File: src/design/opi_pkg.sv
package opi_pkg;

  // Sequencer states of the pose integrator.
  typedef enum logic [2:0] {
    ST_IDLE,
    ST_ROTATE,
    ST_MAC,
    ST_UPDATE,
    ST_RESULT
  } state_e;

  // Item modes as carried on the input tuser.
  localparam logic [2:0] MODE_MOVE    = 3'd0;
  localparam logic [2:0] MODE_SET_POSE = 3'd1;
  localparam logic [2:0] MODE_SET_X   = 3'd2;
  localparam logic [2:0] MODE_SET_Y   = 3'd3;
  localparam logic [2:0] MODE_SET_HEAD = 3'd4;
  localparam logic [2:0] MODE_CLEAR   = 3'd5;

  // Stream word widths.
  localparam int IN_W   = 224;
  localparam int OUT_W  = 176;
  localparam int USER_W = 3;

  // CORDIC geometry: Q4.30 vector, angle in 2^32 units per turn.
  localparam int CORDIC_STEPS = 16;
  localparam int STEP_W       = 4;
  localparam int CORDIC_W     = 34;
  localparam int Z_W          = 33;
  localparam int TRIG_W       = 33;
  localparam logic signed [CORDIC_W-1:0] CORDIC_GAIN = 34'sd652032874;

  // Sine and cosine handed from the CORDIC to the multiply sequence.
  typedef struct packed {
    logic signed [TRIG_W-1:0] sin_v;
    logic signed [TRIG_W-1:0] cos_v;
  } trig_t;

  // Arctangent of 2^-i in 2^32 units per turn, rounded.
  function automatic logic [31:0] atan_turn(input logic [STEP_W-1:0] idx);
    logic [31:0] val;
    unique case (idx)
      4'd0:    val = 32'h2000_0000;
      4'd1:    val = 32'h12E4_051E;
      4'd2:    val = 32'h09FB_385B;
      4'd3:    val = 32'h0511_11D4;
      4'd4:    val = 32'h028B_0D43;
      4'd5:    val = 32'h0145_D7E1;
      4'd6:    val = 32'h00A2_F61E;
      4'd7:    val = 32'h0051_7C55;
      4'd8:    val = 32'h0028_BE53;
      4'd9:    val = 32'h0014_5F2F;
      4'd10:   val = 32'h000A_2F98;
      4'd11:   val = 32'h0005_17CC;
      4'd12:   val = 32'h0002_8BE6;
      4'd13:   val = 32'h0001_45F3;
      4'd14:   val = 32'h0000_A2FA;
      default: val = 32'h0000_517D;
    endcase
    return val;
  endfunction

endpackage

File: src/design/opi_cordic.sv
module opi_cordic
  import opi_pkg::*;
(
  input  logic        clk_i,
  input  logic        rst_ni,
  input  logic        start_i,
  input  logic [31:0] angle_i,
  output logic        done_o,
  output trig_t       trig_o
);

  logic                       busy_q;
  logic                       done_q;
  logic [STEP_W-1:0]          step_q;
  logic [1:0]                 quad_q;
  logic signed [CORDIC_W-1:0] x_q;
  logic signed [CORDIC_W-1:0] y_q;
  logic signed [Z_W-1:0]      z_q;
  logic signed [CORDIC_W-1:0] xs;
  logic signed [CORDIC_W-1:0] ys;
  logic signed [Z_W-1:0]      atan_v;
  logic signed [TRIG_W-1:0]   xt;
  logic signed [TRIG_W-1:0]   yt;

  // One micro-rotation per cycle through a shared shifter and adder set.
  assign xs     = x_q >>> step_q;
  assign ys     = y_q >>> step_q;
  assign atan_v = signed'({1'b0, atan_turn(step_q)});

  // Sequencer control.
  always_ff @(posedge clk_i or negedge rst_ni) begin
    if (!rst_ni) begin
      busy_q <= 1'b0;
      done_q <= 1'b0;
      step_q <= '0;
    end else begin
      done_q <= 1'b0;
      if (start_i) begin
        busy_q <= 1'b1;
        step_q <= '0;
      end else if (busy_q) begin
        step_q <= step_q + 1'b1;
        if (step_q == STEP_W'(CORDIC_STEPS - 1)) begin
          busy_q <= 1'b0;
          done_q <= 1'b1;
        end
      end
    end
  end

  // Vector and residual angle.
  always_ff @(posedge clk_i) begin
    if (start_i) begin
      quad_q <= angle_i[31:30];
      x_q    <= CORDIC_GAIN;
      y_q    <= '0;
      z_q    <= signed'({3'b000, angle_i[29:0]});
    end else if (busy_q) begin
      if (!z_q[Z_W-1]) begin
        x_q <= x_q - ys;
        y_q <= y_q + xs;
        z_q <= z_q - atan_v;
      end else begin
        x_q <= x_q + ys;
        y_q <= y_q - xs;
        z_q <= z_q + atan_v;
      end
    end
  end

  // Fold the first-quadrant result back into the full turn.
  assign xt = x_q[TRIG_W-1:0];
  assign yt = y_q[TRIG_W-1:0];

  always_comb begin
    unique case (quad_q)
      2'd0: begin
        trig_o.cos_v = xt;
        trig_o.sin_v = yt;
      end
      2'd1: begin
        trig_o.cos_v = -yt;
        trig_o.sin_v = xt;
      end
      2'd2: begin
        trig_o.cos_v = -xt;
        trig_o.sin_v = -yt;
      end
      default: begin
        trig_o.cos_v = yt;
        trig_o.sin_v = -xt;
      end
    endcase
  end

  assign done_o = done_q;

endmodule

File: src/design/odometry_pose_integrator.sv
// Channel   Dir  Word                                  Sideband
// s_axis    in   move or load item, 224 bits            tuser: mode
// m_axis    out  pose and wheel totals, 176 bits        none
//
// A move passes from acceptance through the CORDIC, the shared 32x33
// multiplier sequence, the saturating update and a state that presents the
// result; loads and clears go straight to the update and the result state.
// The input reopens in the cycle after the result is taken.
// Reset is asynchronous and active low; it restores the home pose.
// A stalled result holds the block until m_axis_tready is high.
module odometry_pose_integrator
  import opi_pkg::*;
#(
  parameter int ANGLE_BITS = 16,
  parameter int POS_BITS   = 32
) (
  input  logic              clk_i,
  input  logic              rst_ni,
  input  logic              s_axis_tvalid,
  output logic              s_axis_tready,
  // dx, dy, dheading, left_step, right_step, new_x, new_y, new_heading
  input  logic [IN_W-1:0]   s_axis_tdata,
  // mode
  input  logic [USER_W-1:0] s_axis_tuser,
  output logic              m_axis_tvalid,
  input  logic              m_axis_tready,
  // pos_x_out, pos_y_out, heading_total, heading_wrapped, left_distance,
  // right_distance
  output logic [OUT_W-1:0]  m_axis_tdata
);

  localparam int PROD_W = 32 + TRIG_W;
  localparam int SUM_W  = PROD_W + 1;
  localparam int TERM_W = SUM_W - 30;
  localparam int ADD_W  = ((POS_BITS > TERM_W) ? POS_BITS : TERM_W) + 1;
  localparam logic [31:0] HEAD_MASK = 32'((64'd1 << ANGLE_BITS) - 64'd1);
  localparam logic [31:0] HEAD_HOME = 32'(64'd1 << (ANGLE_BITS - 2));
  localparam logic signed [ADD_W-1:0] POS_HI =
    signed'({{(ADD_W - POS_BITS + 1){1'b0}}, {(POS_BITS - 1){1'b1}}});
  localparam logic signed [ADD_W-1:0] POS_LO = ~POS_HI;

  // Clamp a widened sum into the position range.
  function automatic logic signed [POS_BITS-1:0] sat_pos(
    input logic signed [ADD_W-1:0] v
  );
    logic signed [ADD_W-1:0] r;
    if (v > POS_HI) begin
      r = POS_HI;
    end else if (v < POS_LO) begin
      r = POS_LO;
    end else begin
      r = v;
    end
    return r[POS_BITS-1:0];
  endfunction

  state_e state_q, state_d;
  logic   accept;
  logic   cordic_start;
  logic   cordic_done;
  trig_t  trig;
  trig_t  trig_q;
  logic [2:0] mac_cnt_q;

  // Latched item fields.
  logic [2:0]         mode_q;
  logic signed [31:0] dx_q;
  logic signed [31:0] dy_q;
  logic signed [15:0] dheading_q;
  logic signed [31:0] left_step_q;
  logic signed [31:0] right_step_q;
  logic signed [31:0] new_x_q;
  logic signed [31:0] new_y_q;
  logic [15:0]        new_heading_q;

  // Pose state.
  logic signed [POS_BITS-1:0] pos_x_q;
  logic signed [POS_BITS-1:0] pos_y_q;
  logic [31:0]                heading_acc_q;
  logic signed [POS_BITS-1:0] left_total_q;
  logic signed [POS_BITS-1:0] right_total_q;

  // Multiply-accumulate datapath.
  logic signed [31:0]       mul_a;
  logic signed [TRIG_W-1:0] mul_b;
  logic signed [PROD_W-1:0] prod;
  logic signed [PROD_W-1:0] prod_q;
  logic signed [SUM_W-1:0]  acc_q;
  logic signed [SUM_W-1:0]  sum_x_q;
  logic signed [SUM_W-1:0]  sum_y_q;
  logic signed [TERM_W-1:0] term_x;
  logic signed [TERM_W-1:0] term_y;
  logic [31:0]              head_wrap;
  logic [31:0]              head_load;

  assign accept       = s_axis_tvalid && s_axis_tready;
  assign cordic_start = accept && (s_axis_tuser == MODE_MOVE);
  assign head_wrap    = heading_acc_q & HEAD_MASK;
  assign head_load    = {16'd0, new_heading_q} & HEAD_MASK;

  opi_cordic u_cordic (
    .clk_i   (clk_i),
    .rst_ni  (rst_ni),
    .start_i (cordic_start),
    .angle_i (head_wrap << (32 - ANGLE_BITS)),
    .done_o  (cordic_done),
    .trig_o  (trig)
  );

  // State register.
  always_ff @(posedge clk_i or negedge rst_ni) begin
    if (!rst_ni) begin
      state_q <= ST_IDLE;
    end else begin
      state_q <= state_d;
    end
  end

  // Next state and handshake outputs.
  always_comb begin
    state_d       = state_q;
    s_axis_tready = 1'b0;
    m_axis_tvalid = 1'b0;
    unique case (state_q)
      ST_IDLE: begin
        s_axis_tready = 1'b1;
        if (s_axis_tvalid) begin
          state_d = (s_axis_tuser == MODE_MOVE) ? ST_ROTATE : ST_UPDATE;
        end
      end
      ST_ROTATE: begin
        if (cordic_done) begin
          state_d = ST_MAC;
        end
      end
      ST_MAC: begin
        if (mac_cnt_q == 3'd4) begin
          state_d = ST_UPDATE;
        end
      end
      ST_UPDATE: begin
        state_d = ST_RESULT;
      end
      ST_RESULT: begin
        m_axis_tvalid = 1'b1;
        if (m_axis_tready) begin
          state_d = ST_IDLE;
        end
      end
      default: begin
        state_d = ST_IDLE;
      end
    endcase
  end

  // Capture the item word on acceptance.
  always_ff @(posedge clk_i) begin
    if (accept) begin
      mode_q        <= s_axis_tuser;
      dx_q          <= s_axis_tdata[31:0];
      dy_q          <= s_axis_tdata[63:32];
      dheading_q    <= s_axis_tdata[79:64];
      left_step_q   <= s_axis_tdata[111:80];
      right_step_q  <= s_axis_tdata[143:112];
      new_x_q       <= s_axis_tdata[175:144];
      new_y_q       <= s_axis_tdata[207:176];
      new_heading_q <= s_axis_tdata[223:208];
    end
  end

  // Operand selection: dy*cos, dx*sin, dx*cos, dy*sin in that order.
  assign mul_a = (mac_cnt_q == 3'd0 || mac_cnt_q == 3'd3) ? dy_q : dx_q;
  assign mul_b = (mac_cnt_q == 3'd0 || mac_cnt_q == 3'd2) ? trig_q.cos_v
                                                          : trig_q.sin_v;
  assign prod  = mul_a * mul_b;

  // Multiply sequence counter.
  always_ff @(posedge clk_i or negedge rst_ni) begin
    if (!rst_ni) begin
      mac_cnt_q <= '0;
    end else if (state_q == ST_MAC) begin
      mac_cnt_q <= mac_cnt_q + 3'd1;
    end else begin
      mac_cnt_q <= '0;
    end
  end

  // Product register and the two rotated sums, one product behind.
  always_ff @(posedge clk_i) begin
    if (state_q == ST_ROTATE && cordic_done) begin
      trig_q <= trig;
    end
    if (state_q == ST_MAC) begin
      prod_q <= prod;
      unique case (mac_cnt_q)
        3'd1:    acc_q   <= SUM_W'(prod_q);
        3'd2:    sum_x_q <= acc_q - SUM_W'(prod_q);
        3'd3:    acc_q   <= SUM_W'(prod_q);
        3'd4:    sum_y_q <= acc_q + SUM_W'(prod_q);
        default: acc_q   <= acc_q;
      endcase
    end
  end

  // Floor shift by 30 is the upper part of each sum.
  assign term_x = sum_x_q[SUM_W-1:30];
  assign term_y = sum_y_q[SUM_W-1:30];

  // Pose update.
  always_ff @(posedge clk_i or negedge rst_ni) begin
    if (!rst_ni) begin
      pos_x_q       <= '0;
      pos_y_q       <= '0;
      heading_acc_q <= HEAD_HOME;
      left_total_q  <= '0;
      right_total_q <= '0;
    end else if (state_q == ST_UPDATE) begin
      unique case (mode_q)
        MODE_MOVE: begin
          pos_x_q       <= sat_pos(ADD_W'(pos_x_q) + ADD_W'(term_x));
          pos_y_q       <= sat_pos(ADD_W'(pos_y_q) + ADD_W'(term_y));
          heading_acc_q <= heading_acc_q + 32'(dheading_q);
          left_total_q  <= sat_pos(ADD_W'(left_total_q) + ADD_W'(left_step_q));
          right_total_q <= sat_pos(ADD_W'(right_total_q) + ADD_W'(right_step_q));
        end
        MODE_SET_POSE: begin
          pos_x_q       <= sat_pos(ADD_W'(new_x_q));
          pos_y_q       <= sat_pos(ADD_W'(new_y_q));
          heading_acc_q <= head_load;
        end
        MODE_SET_X: begin
          pos_x_q <= sat_pos(ADD_W'(new_x_q));
        end
        MODE_SET_Y: begin
          pos_y_q <= sat_pos(ADD_W'(new_y_q));
        end
        MODE_SET_HEAD: begin
          heading_acc_q <= head_load;
        end
        MODE_CLEAR: begin
          left_total_q  <= '0;
          right_total_q <= '0;
        end
        default: begin
          pos_x_q <= pos_x_q;
        end
      endcase
    end
  end

  // Result word, built from the pose registers.
  logic signed [ADD_W-1:0] px_ext;
  logic signed [ADD_W-1:0] py_ext;
  logic signed [ADD_W-1:0] lt_ext;
  logic signed [ADD_W-1:0] rt_ext;

  assign px_ext = ADD_W'(pos_x_q);
  assign py_ext = ADD_W'(pos_y_q);
  assign lt_ext = ADD_W'(left_total_q);
  assign rt_ext = ADD_W'(right_total_q);

  assign m_axis_tdata = {rt_ext[31:0], lt_ext[31:0], head_wrap[15:0],
                         heading_acc_q, py_ext[31:0], px_ext[31:0]};

endmodule

File: config.mk
export PLATFORM = sky130hd
export DESIGN_NAME = odometry_pose_integrator
export DESIGN_NICKNAME = d
export VERILOG_FILES = /design/src/design/opi_pkg.sv /design/src/design/opi_cordic.sv /design/src/design/odometry_pose_integrator.sv
export SDC_FILE = /design/constraint.sdc
export NUM_CORES = 2
export LEC_CHECK = 0
export BUFFER_PORTS_ARGS = -buffer_cell sky130_fd_sc_hd__buf_4
export CAP_MARGIN = 40
export CORE_ASPECT_RATIO = 0.75
export CORE_MARGIN = 2
export CORE_UTILIZATION = 40
export DETAILED_ROUTE_END_ITERATION = 6
export SLEW_MARGIN = 20
export SYNTH_ARGS = -nofsm -noshare
export SYNTH_HDL_FRONTEND = slang
export SYNTH_SLANG_ARGS = --single-unit
File: constraint.sdc
create_clock -name clk_i -period 19.6 [get_ports clk_i]
set_input_delay 0 -clock clk_i [delete_from_list [all_inputs] [get_ports clk_i]]
set_output_delay 0 -clock clk_i [all_outputs]
set_load 0.01 [all_outputs]
==> flow_metrics.tcl <==
set metrics [dict create \
    setup_viol 0 \
    gr-max-usage-layer "met1" \
    row_count 149 \
    hold_violations 0 \
    ff2ff_setup_slack_ns 8.64 \
    critPathLaunchType "flop" \
    insertion_delay_ns 0.75 \
    hpwl_um 226000 \
    die_y_um 411 \
    fillerInstances 20500 \
    critPathSlowestCell "fa_1" \
    fin_area_sq_um 103000 \
    dpl_cell_area_sq_um 95000 \
    max_slew_margin_pct 36.4 \
    gr-usage-met2_pct 35.4 \
    netlist_instances 9309 \
    grt_use_met1_pct 38.6 \
    start_util_pct 40.3 \
    postSynthAreaPerCell_sq_um 9.51 \
    clockBufferDepth 3 \
    yosysUniqueCellTypes 93 \
    hold_ws_ns 0.0810 \
    post-route-period-util_pct 55.9 \
    crit_type "flop to flop" \
    final_cell_mix "inv_1, fa_1, nor2_1, nand2_1, ha_1" \
    setup.worst_path.end_class "flop" \
    core-area_sq_um 220000 \
    ys.flop_type "edfxtp_1" \
    status "finished, final reports clean" \
    grt_pass1_vias 70600 \
    htree_levels 3 \
    synth_edf_count 511 \
    fin_skew_ns 0.0810 \
    wl_um 297000 \
    die_area_sq_um 225000 \
    yosys_warnings 0 \
    yosys_register_bits 770 \
    grt_max_degree 99 \
    area_growth_pct 16.3 \
    firstDrtPassIters 6 \
    boundaryPins 409 \
    multi_input_comb_area_sq_um 61100 \
    crit_required_ns 20.05 \
    fmax_mhz 91.3 \
    tritoncts "yes" \
    async_flop_share_pct 22.3 \
    gp_congestion 0.968 \
    port_buffers 408 \
    tightest_slew_ns 0.951 \
    final_common_cell "inv_1" \
    finalCriticalPeriod_ns 10.96 \
    drtIter0Drc 6732 \
    cts_buffers 87 \
    slew_violations 0 \
    final_nets 11900 \
    grt_first_pass_wirelength_um 448000 \
    die_x_um 547 \
    yosysSeqAreaShare_pct 24.2 \
    remaining_drc_errors 0 \
    grt_overflow 0 \
    antenna_found_initial 8 \
    wl_per_cell_um 22.9 \
    grt_usage_pct 26.0 \
    drive_above_1_share_pct 9.48 \
    setup_tns_ns 0 \
    vias 71800 \
    cts-resized-gates 0 \
    hold_class "primary input to flop" \
    max_stage_delay_ns 0.65 \
    clk_pin_slew_worst_paths_ns 0.06 \
    drv_cap 0 \
    rsz0062_at_grt "false" \
    vias_per_cell 5.53 \
    cts_num_sinks 770 \
    crit_path_frequent_cell "fa_1" \
    root_buffer "clkbuf_16" \
    synth_fp_nets 11300 \
    grt_util_met3_pct 9.97 \
    cp_max_fo 39 \
    syn_area_sq_um 88500 \
    ant_nets 0 \
    critPathArrivalTime_ns 11.41 \
    regArea_sq_um 21400 \
]
## worst max-delay path: cells and delay by family (launching register included)
family	cells	cell delay [ns]
fa+ha+maj	11	5.00
compound gates	10	2.38
buf+inv	8	1.89
simple gates	2	0.52
flops	1	0.41
mux	1	0.24
xor+xnor	1	0.16
## kinds of logic (layout without fill, tap and decap cells)
group	after synthesis	count (layout)	synth area share [%]
simple gates	2692	2692	13.2
fa+ha+maj	1714	1714	33.7
compound gates	1660	1660	11.9
buf+inv	1626	2348	7.09
flops	770	770	24.2
xor+xnor	531	531	5.26
mux	316	316	4.62
other cells	0	7	0
## final cells by class
type / instances / area share [%]
clock buffers: 109 / 2.27
multi-input cells: 6913 / 59.4
flip-flops and latches: 770 / 20.8
clock inverters: 52 / 0.654
repair buffers: 1004 / 8.95
diodes: 7 / 0.0170
inverters: 1183 / 4.32
well taps: 2944 / 3.58
## timing repair
action | in CTS | in global routing
setup endpoints to repair | 0 | 0
hold buffers | 446 | 0
buffers inserted | 0 | 0
endpoints found under the hold margin | 405 | 0
## registers in the layout, summed over array words and instances, names as in the netlist, 33 cells and up
| name | flops |
|---|---|
| trig_q | 66 |
| acc_q | 65 |
| prod_q | 65 |
| sum_x_q | 36 |
| sum_y_q | 36 |
| u_cordic.x_q | 34 |
| u_cordic.y_q | 34 |
| u_cordic.z_q | 33 |
## synthesized netlist by cell type, drive strengths merged, types with 17 or more instances
cell        n  area, sq um
edfxtp    511        15300
o21ai     325         1630
a2111oi    17          149
xor2      169         1480
mux4       65         1480
nand2     967         3630
nor4       17          106
or3        37          272
a221o      62          621
clkbuf    332         1250
nor2b      71          447
xnor2     362         3170
o211ai     24          180
nor3       89          467
or2        21          131
ha        594         7430
a31oi      56          350
a211oi     56          420
and2       47          294
and3       46          292
mux2       78          878
o31ai      43          323
o21bai     90          676
mux2i     173         1730
nand3     132          661
a21oi     578         2890
o21a       49          368
a21o      199         1490
nor2     1048         3930
dfxtp      87         1740
inv      1179         4430
buf       111          588
fa       1120        22400
nand2b     90          563
dfrtp     171         4280
nand4      70          438
## worst paths after layout
| path | start | end | cells past startpoint |
|---|---|---|---|
| setup / recovery | mac_cnt_q[0] | prod_q[62] | 33 |
| min in group asynchronous | rst_ni | pos_y_q[0] | 4 |
| setup reg to reg | mac_cnt_q[0] | prod_q[62] | 33 |
| hold reg to reg | prod_q[0] | acc_q[0] | 0 |
| max in group asynchronous | rst_ni | u_cordic.busy_q | 4 |
| hold / removal | s_axis_tdata[120] | right_step_q[8] | 2 |
## routing by layer
layer	routed length, um	part of all wire [%]	vias to the layer above
met2	115000	39	3532
met4	7320	2.5	8
met1	136000	46	35600
li1	-	-	32300
met5	221	0.074	-
met3	38200	13	394
## through the flow
stage	std cells	utilization (%)	worst slack, ns
after global placement	12300	43.0	8.25
final	13000	46.8	8.64
after global routing	13000	46.8	8.10
after detailed placement	12300	43.2	8.66
after floorplan	9309	-	10.14
after CTS	13000	46.6	8.65
Power is not shown: default switching activity piles up to over one toggle a cycle in this logic, so the estimate is an artifact.
